## src/hw/rtl/plin_ram.sv

```systemverilog
// Generic single-write, single-read RAM with registered read data.
`default_nettype none
module plin_ram #(
   parameter int unsigned WIDTH = 32,
   parameter int unsigned DEPTH = 64
) (
   input  wire logic                     clock,
   input  wire logic                     wr_en,
   input  wire logic [$clog2(DEPTH)-1:0] wr_addr,
   input  wire logic [WIDTH-1:0]         wr_data,
   input  wire logic [$clog2(DEPTH)-1:0] rd_addr,
   output logic      [WIDTH-1:0]         rd_data
);
   logic [WIDTH-1:0] mem [DEPTH];
   logic [WIDTH-1:0] rd_data_ff;

   always_ff @(posedge clock) begin
      if (wr_en) begin
         mem[wr_addr] <= wr_data;
      end
      rd_data_ff <= mem[rd_addr];
   end

   assign rd_data = rd_data_ff;
endmodule
`default_nettype wire

```

## config.mk

```make
export PLATFORM = sky130hd
export DESIGN_NAME = plin_ram
export DESIGN_NICKNAME = d
export VERILOG_FILES = /design/src/hw/rtl/plin_ram.sv
export SDC_FILE = /design/constraint.sdc
export NUM_CORES = 2
export LEC_CHECK = 0
export BUFFER_PORTS_ARGS = -buffer_cell sky130_fd_sc_hd__buf_2
export CORE_UTILIZATION = 46
export DETAILED_ROUTE_END_ITERATION = 8
export PLACE_DENSITY_LB_ADDON = 0.05
export REMOVE_ABC_BUFFERS = 1
export SLEW_MARGIN = 20
export SYNTH_ARGS = -nofsm -noshare
export SYNTH_HDL_FRONTEND = slang
export SYNTH_SLANG_ARGS = --single-unit
```

## constraint.sdc

```tcl
create_clock -name clock -period 4.7 [get_ports clock]
set_clock_uncertainty 0.1 [all_clocks]
set_input_delay 0 -clock clock [delete_from_list [all_inputs] [get_ports clock]]
set_output_delay 0 -clock clock [all_outputs]
set_load 0.1 [all_outputs]
```

# Word level (Yosys, flattened, before mapping)
# Memory sizes are Yosys's and may differ from the RTL's. A register that Yosys moved wholly into a read port is not among the register bits.
# Cells that the tools add are included.
# totals
register_bits	0
ram_bits	2048
out_inout_bits	32
memories	1
# memory_table
name	depth	width	read_ports	rd_ports_with_merged_regs	write_ports	line_no	rtl
mem	64	32	1	1	1	14	logic [WIDTH-1:0] mem [DEPTH];
# op_classes
muxes	2
# ops
op	count
2-to-1 mux 1 bit	2

# Longest topological paths before layout
# depth
ltp_word	2
mapped_depth	10
depth_no_buf	5

# Worst setup path before layout
# OpenSTA, ideal clock, no wires.
# synth_path
path_kind	in2reg
startpoint	input wr_addr[3]
endpoint	memory mem[48][0] (enable)
setup_ps	461
arrival_ps	2699
required_time_ps	4139
path_slack_ps	1440
cell_stages	4
path_buffers	1
cell_sequence	clkbuf_1 -> nor2b_1 -> nand4b_1 -> nor3_1
# synth_lines
item	line_no	rtl
start: declaration	9	input wire logic [$clog2(DEPTH)-1:0] wr_addr,
end: declaration	14	
# Straight into the memory's write port.

==> results.toml <==
[run_status]
status = "completed"

[detailed_routing]
routed_wl_um = 216000
drt-vias-per-instance = 6.10
drc = 0
first_pass_iters = 5
final_antenna_net_count = 0
num_vias = 36800
routedWlPerCell_um = 35.7
drt_iter0_drc = 4445

[die]
std_cell_rows = 151
num_io_pins = 78
initial_core_util_pct = 46.3
coreArea_sq_mm = 0.169
die_w_um = 415
die_height_um = 415
fp.dieArea_sq_mm = 0.172

[synth]
synth_top_area_share_pct = 78.3
synth_warnings = 0
yosysTopAreaCell = "edfxtp_1"
synthCells = 3324
synth_ff_type = "edfxtp_1"
ys_ff_latch = 2080
synthTopCellsByCount = "edfxtp_1, mux4_2, nor2_1"
synth_cell_type_count = 34
synth-seq-area-share_pct = 79.1
synthTopCellsByArea = "edfxtp_1, mux4_2, mux2i_1, dfxtp_1, o22ai_1"
synthArstFlopShare_pct = 0
yosysMostFrequentCell = "edfxtp_1"
synth_edf_count = 2048
synth_area_sq_mm = 0.0785
syn_avg_cell_area_sq_um = 23.6

[global_routing]
grt_pass1_wl_um = 300000
first_global_vias = 38200
grt_max_degree = 65
grt.total_usage_pct = 25.3
grt.overflow.total = 0
antenna_found_initial = 20

[worst_setup_path]
reg2reg_slack_ps = 2100
timing.rr.start = "mem[15][24]"
crit_start = "rd_addr[3]"
endpoint = "rd_data[1]"
arrival_ps = 3490
cp-start-kind = "primary input"
r2r_end = "rd_data[24]"
crit_type = "primary input to flip-flop"
cp-end-kind = "flip-flop"
required_ps = 5280
r2r_cells = 4
cp_max_fo = 53

[sta]
fin_hold_ws_ps = 93.7
slew_violations = 0
max_freq_mhz = 343
tns_ps = 0
period_share_pct = 62.1
fin_crit_ps = 2920
finalSetupViolCount = 0
hold_viol = 0
rsz0062_at_grt = "false"
max_slew.worst_pin.slew_ps = 1150
slew-limit-headroom_pct = 23.1
setup_slack_ps = 1780

[power]
p_switching_uw = 8560
p_leak_uw = 0.0281
seqPwrFrac_pct = 52.3
share_comb_of_total_power_pct = 5.9
ir_worst_vdd_uv = 444
swShare_pct = 21.7
clockPowerShare_pct = 41.8
p_per_area_mw_per_mm2 = 439
intPower_uw = 30900

[clock_tree]
cts_root_buffer = "clkbuf_16"
h-tree-depth = 4
cts_buffers = 209
clk_latency_ps = 840
clock_path_buffers = 3
cts_setup_buffers = 0
tritoncts = "yes"
clk_pin_slew_ps = 60
cts_resized = 0
clock_sinks = 2080

[finish]
fill_cells = 12800
drive_gt1_share_pct = 30.0
fin_util_pct = 53.1
num-nets-final = 3690
syn_to_final_growth_pct = 14.7
final_cell_area_sq_mm = 0.0900

[place]
dp_slack_ps = 1150
gp_congestion = 0.812
post_dp_cell_area_sq_mm = 0.0828
io_buffers = 77
place_hpwl_um = 124000

[worst_hold_path]
hold_path.class = "primary input to flip-flop"

[flow_run]
drv_cap = 0
[how the worst min path moves through the flow]
stage	endpoint	cells past startpoint	start
after global routing	mem[52][24]	3	wr_addr[4]
final	mem[55][10]	3	wr_addr[4]
after detailed placement	rd_data[7]	1	rd_data[7]
after CTS	rd_data[18]	4	rd_addr[5]
after floorplan	mem[0][0]	0	wr_data[0]
after global placement	rd_data[7]	1	rd_data[7]
[area by class of cell]
class                   count  area [sq um]  share of cell area (%)
clock buffers             264          5580                    6.20
well taps                2218          2780                    3.08
clock inverters           119          1160                    1.29
flip-flops and latches   2080         62100                    69.0
multi-input cells        1062         16000                    17.7
diodes                      7          17.5                  0.0195
repair buffers            291          2370                    2.64
[power groups by stage]
stage,sequential (uW),combinational (uW),clock (uW)
floorplan,21300,760,0
global placement,21000,2310,0
detailed placement,21000,2340,0
CTS,20600,2370,16800
global route,20600,2430,17400
finish,20600,2330,16500
[stage by stage]
| step | total power (uW) | std cells |
|---|---|---|
| global placement | 23300 | 5609 |
| finish | 39500 | 6041 |
| global route | 40500 | 6035 |
| detailed placement | 23400 | 5612 |
| floorplan | 22000 | 3142 |
| CTS | 39800 | 6033 |
[cells by family (layout without fill, tap and decap cells)]
group	after synthesis	in the layout	share of synthesized area, %
mux	637	637	16.8
flops	2080	2080	79.1
simple gates	223	223	1.27
compound gates	202	202	1.67
buf+inv	182	674	1.13
other cells	0	7	0
[per-layer routing]
| layer | routed length [um] | global-route usage [%] | share of wire (%) | vias up |
|---|---|---|---|---|
| li1 | - | - | - | 14900 |
| met1 | 88600 | 35.1 | 41 | 20300 |
| met2 | 107000 | 41.8 | 50 | 1358 |
| met3 | 14400 | 4.12 | 6.7 | 277 |
| met4 | 5580 | 6.85 | 2.6 | 6 |
| met5 | 44 | 0 | 0.020 | - |
[critical path: stages]
cell and delay [ps]:
dlygate4sd3_1 540, buf_6 520, nand2b_1 520, buf_4 390, o22ai_1 150, nor2_1 180, a21oi_1 940, nor2_1 120
[flip-flops by register name, indices dropped and copies added, names as in the netlist]
name / cells
mem: 2048
rd_data: 32
[cell usage in the layout, fill, tap and decap left out, types with 8 or more instances in the layout]
| cell | Yosys | routed |
|---|---|---|
| a22oi_1 | 12 | 12 |
| a311oi_1 | 8 | 8 |
| edfxtp_1 | 2048 | 2048 |
| nor2_4 | 0 | 62 |
| clkinv_1 | 0 | 58 |
| o22ai_1 | 84 | 84 |
| a21oi_1 | 62 | 62 |
| bufinv_16 | 0 | 24 |
| clkinv_2 | 0 | 27 |
| nor2_1 | 137 | 75 |
| clkbuf_16 | 0 | 214 |
| buf_4 | 25 | 159 |
| buf_2 | 57 | 71 |
| mux2i_1 | 93 | 93 |
| dfxtp_1 | 32 | 32 |
| nor2b_1 | 15 | 15 |
| mux4_2 | 544 | 544 |
| buf_12 | 0 | 18 |
| o221ai_1 | 27 | 27 |
| clkbuf_1 | 74 | 46 |
| nand2_1 | 26 | 25 |
| dlygate4sd3_1 | 0 | 38 |
[repair_timing]
| action | in CTS | in global routing |
|---|---|---|
| hold endpoints to repair | 2219 | 0 |
| setup endpoints to repair | 0 | 0 |
| hold buffers | 38 | 0 |
Note: power is estimated with default switching activity, not from simulation.
