$ cat src/hw/rtl/plin_pkg.sv
// Shared types, constants and helpers of the piecewise-linear interpolator.
`default_nettype none
package plin_pkg;
   localparam int unsigned TABLE_DEPTH = 64;
   localparam int unsigned IDX_W       = $clog2(TABLE_DEPTH);
   localparam int unsigned CNT_W       = IDX_W + 1;
   localparam int unsigned VAL_W       = 32;
   localparam int unsigned ENTRY_W     = 3 * VAL_W;
   localparam logic [VAL_W-1:0] PAD_RECIP = 32'h6666_6667;
   localparam int unsigned PAD_SHIFT   = 33;

   typedef enum logic [1:0] {
      ACT_LOAD  = 2'd0,
      ACT_CLEAR = 2'd1,
      ACT_QUERY = 2'd2,
      ACT_NONE  = 2'd3
   } action_type;

   localparam logic [1:0] STAT_OK    = 2'd0;
   localparam logic [1:0] STAT_FULL  = 2'd1;
   localparam logic [1:0] STAT_EMPTY = 2'd2;

   typedef struct packed {
      logic start;
      logic div_only;
   } unit_cmd_type;

   typedef struct packed {
      logic busy;
      logic done;
   } unit_stat_type;

   function automatic logic [VAL_W-1:0] sat34(input logic signed [VAL_W+1:0] v);
      logic signed [VAL_W+1:0] hi;
      logic signed [VAL_W+1:0] lo;
      hi = (VAL_W+2)'(signed'({1'b0, {(VAL_W-1){1'b1}}}));
      lo = -hi - (VAL_W+2)'(1);
      if (v > hi) begin
         return {1'b0, {(VAL_W-1){1'b1}}};
      end else if (v < lo) begin
         return {1'b1, {(VAL_W-1){1'b0}}};
      end
      return v[VAL_W-1:0];
   endfunction
endpackage
`default_nettype wire

$ cat src/hw/rtl/plin_muldiv.sv
// Bit-serial multiply then divide around one shared adder: (a * b) / d, or a / d in divide-only mode.
`default_nettype none
module plin_muldiv import plin_pkg::*; (
   input  wire logic             clock,
   input  wire logic             reset,
   input  wire unit_cmd_type     cmd,
   input  wire logic [VAL_W-1:0] op_a,
   input  wire logic [VAL_W-1:0] op_b,
   input  wire logic [VAL_W-1:0] op_d,
   output unit_stat_type         stat,
   output logic      [VAL_W-1:0] quotient
);
   typedef enum logic [2:0] {
      U_IDLE = 3'b001,
      U_MUL  = 3'b010,
      U_DIV  = 3'b100
   } ustate_type;

   localparam int unsigned STEP_W = $clog2(VAL_W);

   ustate_type        state_ff, state_in;
   logic [STEP_W-1:0] cnt_ff, cnt_in;
   logic [VAL_W-1:0]  hi_ff, hi_in, lo_ff, lo_in, a_ff, a_in, d_ff, d_in;
   logic              done_ff, done_in;
   logic [VAL_W+1:0]  opa, opb, sum;
   logic              cin, ge;

   always_comb begin
      opa = '0;
      opb = '0;
      cin = 1'b0;
      unique case (state_ff)
         U_MUL: begin
            opa = {2'b00, hi_ff};
            opb = {2'b00, (lo_ff[0] ? a_ff : '0)};
         end
         U_DIV: begin
            opa = {1'b0, hi_ff, lo_ff[VAL_W-1]};
            opb = ~{2'b00, d_ff};
            cin = 1'b1;
         end
         default: begin
            opa = '0;
         end
      endcase
      sum = opa + opb + {{(VAL_W+1){1'b0}}, cin};
      ge  = ~sum[VAL_W+1];
   end

   always_comb begin
      state_in = state_ff;
      cnt_in   = cnt_ff;
      hi_in    = hi_ff;
      lo_in    = lo_ff;
      a_in     = a_ff;
      d_in     = d_ff;
      done_in  = 1'b0;
      unique case (state_ff)
         U_IDLE: begin
            if (cmd.start) begin
               a_in   = op_a;
               d_in   = op_d;
               hi_in  = '0;
               cnt_in = '1;
               if (cmd.div_only) begin
                  lo_in    = op_a;
                  state_in = U_DIV;
               end else begin
                  lo_in    = op_b;
                  state_in = U_MUL;
               end
            end
         end
         U_MUL: begin
            hi_in  = sum[VAL_W:1];
            lo_in  = {sum[0], lo_ff[VAL_W-1:1]};
            cnt_in = cnt_ff - STEP_W'(1);
            if (cnt_ff == '0) begin
               state_in = U_DIV;
               cnt_in   = '1;
            end
         end
         U_DIV: begin
            hi_in  = ge ? sum[VAL_W-1:0] : {hi_ff[VAL_W-2:0], lo_ff[VAL_W-1]};
            lo_in  = {lo_ff[VAL_W-2:0], ge};
            cnt_in = cnt_ff - STEP_W'(1);
            if (cnt_ff == '0) begin
               state_in = U_IDLE;
               done_in  = 1'b1;
            end
         end
         default: begin
            state_in = U_IDLE;
         end
      endcase
   end

   always_ff @(posedge clock) begin
      if (reset) begin
         state_ff <= U_IDLE;
         done_ff  <= 1'b0;
      end else begin
         state_ff <= state_in;
         done_ff  <= done_in;
      end
      cnt_ff <= cnt_in;
      hi_ff  <= hi_in;
      lo_ff  <= lo_in;
      a_ff   <= a_in;
      d_ff   <= d_in;
   end

   assign stat.busy = (state_ff != U_IDLE);
   assign stat.done = done_ff;
   assign quotient  = lo_ff;
endmodule
`default_nettype wire

$ cat config.mk
export PLATFORM = sky130hd
export DESIGN_NAME = plin_muldiv
export DESIGN_NICKNAME = d
export VERILOG_FILES = /design/src/hw/rtl/plin_pkg.sv /design/src/hw/rtl/plin_muldiv.sv
export SDC_FILE = /design/constraint.sdc
export NUM_CORES = 1
export LEC_CHECK = 0
export ABC_AREA = 1
export BUFFER_PORTS_ARGS = -buffer_cell sky130_fd_sc_hd__buf_2
export CORE_MARGIN = 5
export CORE_UTILIZATION = 58
export CTS_CLUSTER_SIZE = 28
export DETAILED_ROUTE_END_ITERATION = 16
export GPL_ROUTABILITY_DRIVEN = 0
export GPL_TIMING_DRIVEN = 0
export PLACE_DENSITY = 0.81
export REMOVE_ABC_BUFFERS = 1
export SETUP_SLACK_MARGIN = 0.5
export SYNTH_ARGS = -nofsm -noshare
export SYNTH_HDL_FRONTEND = slang
export SYNTH_SLANG_ARGS = --single-unit
export TNS_END_PERCENT = 100
$ cat constraint.sdc
create_clock -name clock -period 9.18 [get_ports clock]
set_clock_uncertainty 0.05 [all_clocks]
set_input_delay 1.836 -clock clock [delete_from_list [all_inputs] [get_ports clock]]
set_output_delay 1.836 -clock clock [all_outputs]
set_load 0.01 [all_outputs]
== Word-level counts from Yosys, hierarchy flattened ==
Cells that the tools add are included.

* Mux-type cells: 19
* Equality and inequality tests: 7
* Add/subtract/negate cells: 3
* Bitwise operators: 3
* Reductions and logical operators: 6

{| class="wikitable"
|+ Operators with widths
! kind !! number
|-
| $pmux W32 S3 || 2
|-
| $mux W32 || 5
|-
| $pmux W34 S2 || 1
|-
| $pmux W33 S2 || 1
|-
| $add A34 B1 Y34 || 1
|-
| $add A34 B34 Y34 || 1
|-
| $not A32 Y34 || 1
|-
| $pmux W5 S3 || 1
|-
| $mux W3 || 4
|-
| $mux W5 || 2
|-
| $pmux W3 S3 || 1
|-
| $ne A2 B2 Y1 const B || 3
|-
| $logic_not A5 Y1 || 1
|-
| $sub A5 B1 Y5 const B || 1
|-
| $reduce_and A2 Y1 || 2
|-
| $eq A3 B1 Y1 const B || 1
|-
| $eq A3 B2 Y1 const B || 1
|-
| $eq A3 B3 Y1 const B || 1
|-
| $ne A3 B1 Y1 const B || 1
|-
| $reduce_and A3 Y1 || 1
|-
| $reduce_bool A3 Y1 || 1
|-
| $mux W1 || 2
|-
| $not A1 Y1 || 2
|-
| $reduce_or A2 Y1 || 1
|}

* Output and inout bits: 34
* Word-level logic and storage cells: 45
* Register bits: 137
* Input bits: 100

== Longest topological paths before layout ==
Gate-level depths: netlist of run 1.

* Depth after elaboration: 6
* Gate-level depth with buffers: 22
* Depth with buffers taken out: 20

== Least setup slack after synthesis of run 1 ==
Ideal clock, no wire load.

* Kind: in2reg
* From: input port cmd[1] (netlist bit)
* To: register cnt_ff[0], enable pin
* Required time: 8539 ps
* Setup time: 591 ps
* Setup slack: 1797 ps
* Path buffers: 0
* Stages: 2
* Arrival time: 6741 ps
* Cells stage by stage: inv_1 o21ai_0

* Cells in the longest elaborated chain, start to end: 2

{| class="wikitable"
|+ Ends and longest elaborated chain
! item !! line !! RTL
|-
| from (decl) || plin_muldiv.sv:6 || <nowiki>input wire unit_cmd_type cmd,</nowiki>
|-
| $ne A2 B2 Y1 (no line) || - ||
|-
| $reduce_and A2 Y1 (no line) || - ||
|-
| to (signal assigned) || plin_muldiv.sv:106 || <nowiki>cnt_ff <= cnt_in;</nowiki>
|-
| to (decl) || plin_muldiv.sv:22 || <nowiki>logic [STEP_W-1:0] cnt_ff, cnt_in;</nowiki>
|}

No other way between the ends.
A chain may end at the register's enable or synchronous reset.

== Worst setup path after layout of run 1 ==
* From: register state_ff[1]
* To: register hi_ff[4] (data pin)

* Cells in the longest elaborated chain, start to end: 6
* Elaborated cells between the ends (all ways): 10
* Those cells by class: 2 x add/sub; 3 x eq/ne; 5 x mux

{| class="wikitable"
|+ Ends and longest elaborated chain
! item !! line !! RTL
|-
| from (decl) || plin_muldiv.sv:21 || <nowiki>ustate_type state_ff, state_in;</nowiki>
|-
| from (signal assigned) || plin_muldiv.sv:103 || <nowiki>state_ff <= state_in;</nowiki>
|-
| $eq A3 B3 Y1 / $eq A3 B2 Y1 (equally long branches) || plin_muldiv.sv:32, plin_muldiv.sv:58 ||
|-
| $pmux W33 S2 / $pmux W34 S2 (equally long branches) || plin_muldiv.sv:32 || <nowiki>unique case (state_ff)</nowiki>
|-
| $add A34 B34 Y34 || plin_muldiv.sv:46 || <nowiki>sum = opa + opb + {{(VAL_W+1){1'b0}}, cin};</nowiki>
|-
| $add A34 B1 Y34 || plin_muldiv.sv:46 ||
|-
| $mux W32 || plin_muldiv.sv:84 || <nowiki>hi_in = ge ? sum[VAL_W-1:0] : {hi_ff[VAL_W-2:0], lo_ff[VAL_W-1]};</nowiki>
|-
| $pmux W32 S3 * || plin_muldiv.sv:58 || <nowiki>unique case (state_ff)</nowiki>
|-
| net hi_in[4] || plin_muldiv.sv:23 || <nowiki>logic [VAL_W-1:0] hi_ff, hi_in, lo_ff, lo_in, a_ff, a_in, d_ff, d_in;</nowiki>
|-
| to (signal assigned) || plin_muldiv.sv:107 || <nowiki>hi_ff <= hi_in;</nowiki>
|-
| to (decl) || plin_muldiv.sv:23 ||
|}

The timed path passes the listed nets; every way through them passes the cells marked *.

==> results of run 1 <==
## report_power, final
group,total [mW],internal [mW],switching (mW)
clock network,0.697,0.417,0.279
registers,0.834,0.795,0.0394
logic,0.316,0.106,0.210
total,1.85,1.32,0.529
## sequential cells by signal, summed over array words and instances, names as in the netlist
signal / count
cnt_ff: 5
state_ff: 3
hi_ff: 32
done_ff: 1
d_ff: 32
a_ff: 32
quotient: 32
## cell usage in the layout (no fill, tap or decap), types with 7 or more instances in the layout
cell and n:
nand2_1 343, inv_1 204, edfxtp_1 133, buf_2 133, nand3_1 74, nor2_1 52, o21ai_0 51, a21oi_1 47
o22ai_1 38, ha_1 33, or2_2 29, o221ai_1 28, o211ai_1 21, clkbuf_16 17, o211ai_2 10, nor3_1 9
xnor2_1 9, xor2_1 7
## kinds of logic (layout without fill, tap and decap cells)
kind of cell               Yosys count  after routing  share of synthesized area (%)
buffers and inverters              254            377                           10.6
xor gates and xnor gates            16             16                           1.53
adders and majority gates           35             35                           4.95
AOI/OAI and AO/OA                  205            205                           14.6
DFF                                137            137                           44.6
and+or+nand+nor                    520            520                           23.8
## cell type report
type	count	share of cell area, %
tap	211	2.48
clock buffer	20	4.29
inverter	206	7.26
multi-input combinational	776	38.8
timing repair buffer	139	7.66
sequential	137	38.2
clock inverter	12	1.30
## synth_stat cells
master	n	area share, %
nor3_1	9	0.49
and2_1	3	0.21
o21ai_0	52	2.8
o211ai_2	10	1.4
dfxtp_1	4	0.88
fa_1	2	0.44
o21bai_1	1	0.082
o211ai_1	21	1.7
buf_2	8	0.44
a31oi_1	2	0.14
inv_2	2	0.082
xnor2_1	9	0.86
nand3_1	75	4.1
nand2_1	343	14
nor3_4	1	0.18
nand4_1	2	0.14
ha_1	33	4.5
or2_0	1	0.068
a221o_1	1	0.11
o311ai_0	3	0.29
o22ai_1	38	2.6
a21oi_1	47	2.6
buf_1	8	0.33
nor2_1	53	2.2
o21a_1	1	0.082
clkbuf_1	31	1.3
nand3_2	1	0.11
and2_0	1	0.068
a32o_1	1	0.11
edfxtp_1	133	44
nand3b_1	1	0.082
buf_4	1	0.082
inv_1	204	8.4
nand2_2	1	0.068
or2_2	29	2.0
o221ai_1	28	2.7
xor2_1	7	0.67
## critical path: stages, from the launching register on
cell	delay (ns)
dfxtp_1	0.34
inv_1	0.10
nor3_4	0.73
buf_16	0.25
inv_2	0.49
o22ai_1	0.34
ha_1	0.32
nand2_1	0.14
inv_1	0.05
nand2_1	0.06
nand2_1	0.07
inv_1	0.07
nand3_2	0.13
nand2_1	0.12
nand2_1	0.08
nand3_1	0.08
nand2_1	0.10
ha_1	1.07
inv_1	0.85
o21ai_0	0.42
o22ai_1	0.11
## per-stage QoR
| step | cell area [µm²] | setup slack, ns | power, mW | hold WS, ns |
|---|---|---|---|---|
| after floorplan | 8950 | 1.80 | 1.03 | 0.471 |
| after global placement | 9880 | -1.08 | 1.15 | 0.488 |
| after detailed placement | 10100 | 3.01 | 1.15 | 0.498 |
| after CTS | 10700 | 2.93 | 1.85 | 0.514 |
| after global routing | 10700 | 2.36 | 1.91 | 0.559 |
| final | 10700 | 2.84 | 1.85 | 0.518 |
## per-layer routing
layer / vias up / GRT usage, % / part of all wire [%]
met5: - / 0 / 0
met2: 427 / 45.6 / 47
met1: 3929 / 37.7 / 41
li1: 4110 / - / -
met3: 55 / 6.98 / 10
met4: 0 / 11.3 / 2.6
## final timing paths
check,endpoint,depth (start not counted),slack [ns]
hold reg to reg,cnt_ff[4],2,0.52
setup reg to reg,hi_ff[4],20,2.84
hold / removal,cnt_ff[4],2,0.52
setup / recovery,hi_ff[4],20,2.84
==> impl_results.md, run 1 <==
- Outcome: finished, final reports clean
- Post-route ant nets: 0
- Post-CTS Resized: 0
- Clock Path Buffers: 2
- Pin count of the biggest net entering global routing: 84
- Initial Util: 59.7%
- Critical R2R Launch: state_ff[1]
- Power per cell area: approximately 170 nW/µm²
- Worst VDD drop: 0.137 mV
- Worst path arrival time: roughly 6.4 ns
- Root Driver: clkbuf_16
- Post-Route WL: between 20 and 30 mm
- First DRT Iteration DRCs: 1018
- Flop and latch count out of synthesis: 137
- # clock sinks: between 100 and 150
- Die Span X: 136 µm
- Tightest Pin Transition: roughly 1.4 ns
- Router iterations before antenna repair: 6
- First-pass GRT wire length: about 41 mm
- # nets final: around 1400
- Storage element area: 4070 µm²
- Relative slew slack: 5.80%
- Inserted Clock Buffers: 17
- Max Fanout on Critical Path: 71
- Placed Cells: between 1000 and 1500
- Detailed-route via count: 8521
- HPWL Detailed: roughly 18 mm
- Via-to-Cell Ratio: 5.68
- Grt total ovfl: 0
- Max-cap violations: 0
- Setup TNS: 0 ns
- CP Launch Type: flip-flop
- H-Tree Depth: 4
- Clock Latency Late Sink: about 0.43 ns
- Tmin final: 6.34 ns
- Buffers on Ports: around 130
- Fill cells: around 1200
- Yosys warns: 0
- Vias in the first global route: just over 8000
- # diodes: 0
- CP startpoint: state_ff[1]
- CTS tree: built
- Hold WC Path Type: flip-flop to flip-flop
- Slew Limit Fails: 0
- Die area: approximately 18000 µm²
- Post-Syn Area: just over 9000 µm²
- Clock Pin Slew Worst Setup and Hold Paths: approximately 0.06 ns
- Row count: between 40 and 50
- Post-route DRC violation count: 0
- Finished Layout Cells: 1501
- Die H: ~140 µm
- Post-Syn Area per Cell: about 7.8 µm²
- Layout cells sized above 1: between 10% and 20%
- Leakage power: a little over 5 nW
- Required time worst endpoint: slightly above 9 ns
- IO Count: between 100 and 150
- Area occupied by multi-input gates: 4130 µm²
- Hold Buf Count CTS: 0
- Yosys cell types: 37
- Post-layout util: 69.6%
- Core ar.: around 15000 µm²
- Unrepaired setup endpoints after global routing: no
- Seq/Total Area, Yosys: between 40 and 50%
- Worst setup path category: flip-flop to flip-flop
- Total Routing Usage GR: between 20% and 30%
- # Post-CTS Setup Buffers: 0
- Area grow syn2layout: 16.5%
- Final Setup Violations: 0
- Syn Inst Count: approximately 1200
- Initial antenna violation count: 0
- Setup crit end kind: flip-flop
- FMAX: 158 MHz
- Fin. Hold Viols: 0
- Routed wire per std cell: between 15 and 20 µm
- Period utilisation layout: 69.0%
- Hold_sp: cnt_ff[4]
(Power assumes the default switching activity.)
==> run 2: changes to the inputs <==
clock period = 6.3 ns   (was 9.18 ns; I/O delays follow)
==> run 2 against run 1 <==
  * Final cell count grew 0.33%
  * Count of clock-buffer cells in the layout stayed put
  * Fmax grew 22%
  * Via count increased by 2.0%
  * Flip-flop and latch count is the same
  * Wire length increased by 2.1%
  * First-iteration DRC count down 4.2%
  * Sequential power increased by 46%
  * Sequential share of layout area fell by 0.15 points
  * Die area unchanged
  * Design area increased by 0.39%
  * Worst hold slack improved by 0.020 ns
  * Critical path type unchanged
  * Largest cell class unchanged
==> impl_results.md, run 2 (synthesis gave the netlist of run 1 again) <==
- Outcome: finished, final reports clean
- Slew Limit Fails: 0
- Buf+Inv Stages, Crit Path: 4
- Area grow syn2layout: 17.0%
- Row count: 45
- Setup TNS: 0 ns
- Setup crit end kind: flip-flop
- Die area: approximately 18000 µm²
- Routed wire per std cell: roughly 17 µm
- Relative slew slack: under 10%
- Post-Route WL: approximately 26 mm
- Dpl cell area: 10100 µm²
- Crit-path max cell delay: between 0.8 and 0.9 ns
- CP max-delay cell: ha_2
- FMAX: between 150 and 200 MHz
- Pin count of the biggest net entering global routing: 84
- WHS: 0.538 ns
- Worst-path cell chain: inv_1 -> nand3_4 -> buf_16 -> o21ai_0 -> ha_1 -> inv_1 -> nor2_1 -> nand2_1 -> o211ai_1 -> a21oi_1 -> nand2_1 -> ha_2 -> clkinvlp_4 -> o21ai_0 -> o22ai_1
- Post-route ant nets: 0
- Layout cells sized above 1: between 10% and 20%
- Post-route DRC violation count: 0
- Vias in the first global route: between 8000 and 9000
- Router iterations before antenna repair: 6
- Worst path arrival time: 5.28 ns
- Clock Latency Late Sink: 0.43 ns
- Worst setup path category: flip-flop to flip-flop
- Leakage power: ~5.2 nW
- # nets final: about 1400
- Initial antenna violation count: 1
- Die Span X: 136 µm
- Initial Util: between 50% and 60%
- Core ar.: between 15000 and 20000 µm²
- IO Count: ~130
- Most common cell after layout, fill and taps aside: nand2_1
- Inserted Clock Buffers: 17
- Unrepaired setup endpoints after global routing: no
- CP Launch Type: flip-flop
- Most frequent cells in the layout: nand2_1, inv_1, edfxtp_1, buf_2, nand3_1
- Max Fanout on Critical Path: a little over 80
- Worst VDD drop: between 0.2 and 0.25 mV
- H-Tree Depth: 4
- Met2 WL post-DR: 12.1 mm
- Tmin final: between 5 and 6 ns
- Clock Path Buffers: 2
- First DRT Iteration DRCs: 975
- Placed Cells: roughly 1500
- Fin. Hold Viols: 0
- Met3 WL post-DR: 2.87 mm
- Buffers on Ports: approximately 130
- # clock sinks: between 100 and 150
- Root Driver: clkbuf_16
- Final Setup Violations: 0
- Worst path top cell family by delay: compound AO/OA/AOI/OAI gates
- Finished Layout Cells: ~1500
- First-pass GRT wire length: between 40 and 50 mm
- Hold WC Path Type: flip-flop to flip-flop
- Required time worst endpoint: about 6.4 ns
- Wl on met1: 10.4 mm
- Tightest Pin Transition: between 1 and 1.5 ns
- HPWL Detailed: between 15 and 20 mm
- Worst R2R Setup Slack: 1.11 ns
- CTS tree: built
- Detailed-route via count: a little under 9000
- Clock Pin Slew Worst Setup and Hold Paths: about 0.060 ns
- Max-cap violations: 0
- Cell area after layout: between 10000 and 15000 µm²
- Via-to-Cell Ratio: around 5.8
- Fill cells: roughly 1200
- Total Routing Usage GR: 28.7%
- Period utilisation layout: between 80% and 90%
- Grt total ovfl: 0
- Die H: roughly 140 µm
- Hold Buf Count CTS: 0
- Top layer in use: met5
- Power per cell area: about 250 nW/µm²
## run 2: changes by cell type in the layout (fill, tap and decap cells not counted)
cell / previous run / this run
ha_2: 0 / 1
buf_4: 0 / 3
inv_2: 2 / 1
inv_1: 204 / 203
clkinvlp_4: 4 / 6
inv_4: 0 / 1
diode_2: 0 / 1
ha_1: 33 / 32
## run 2: final cells by class
cell class,instances,area [µm²],share of cell area (%)
Multi-Input combinational cell,776,4130,38.7
Antenna cell,1,2.50,0.0234
Tap cell,211,264,2.47
Sequential cell,137,4070,38.1
Inverter,206,779,7.29
Clock buffer,20,457,4.27
Timing Repair inverter,1,7.51,0.0702
Timing Repair Buffer,142,838,7.84
Clock inverter,12,139,1.30
## run 2: per-layer routing
| metal | global-route usage (%) | up-vias |
|---|---|---|
| met3 | 7.06 | 68 |
| met4 | 11.4 | 2 |
| li1 | - | 4114 |
| met5 | 0 | - |
| met1 | 37.7 | 3984 |
| met2 | 45.9 | 522 |
## run 2: through the flow
stage | util [%] | setup slack, ns | power, mW
CTS | 69.7 | 0.690 | 2.69
finish | 69.8 | 1.11 | 2.70
detailed placement | 65.7 | 0.132 | 1.68
global route | 69.8 | 0.820 | 2.79
global placement | 64.5 | -3.96 | 1.67
floorplan | - | -0.507 | 1.50
## run 2: worst register-to-register path: stages (launching register included)
cell	delay, ns
dfxtp_1	0.32
inv_1	0.15
nand3_4	0.41
buf_16	0.40
o21ai_0	0.64
ha_1	0.40
inv_1	0.11
nor2_1	0.07
nand2_1	0.10
o211ai_1	0.14
a21oi_1	0.17
nand2_1	0.12
ha_2	0.83
clkinvlp_4	0.58
o21ai_0	0.32
o22ai_1	0.10
## run 2: path summary, 6_finish.rpt
path,cells after the start,end,startpoint
worst min-delay path,2,cnt_ff[4],cnt_ff[4]
worst max register to register,15,hi_ff[4],state_ff[1]
worst min register to register,2,cnt_ff[4],cnt_ff[4]
worst max-delay path,15,hi_ff[4],state_ff[1]
## run 2: report_power, final
group,leakage [nW],internal [mW],switching [mW],total [mW]
clock,0.280,0.608,0.411,1.02
sequential,1.29,1.16,0.0577,1.22
combinational,3.60,0.155,0.309,0.464
total,5.17,1.92,0.778,2.70
## run 2: timing repair
item | in CTS | in global routing
pin swaps | 0 | 1
hold endpoints to repair | 0 | 0
gates cloned | 1 | 0
setup buffers | 0 | 3
resized for setup | 3 | 2
setup endpoints to repair | 26 | 26
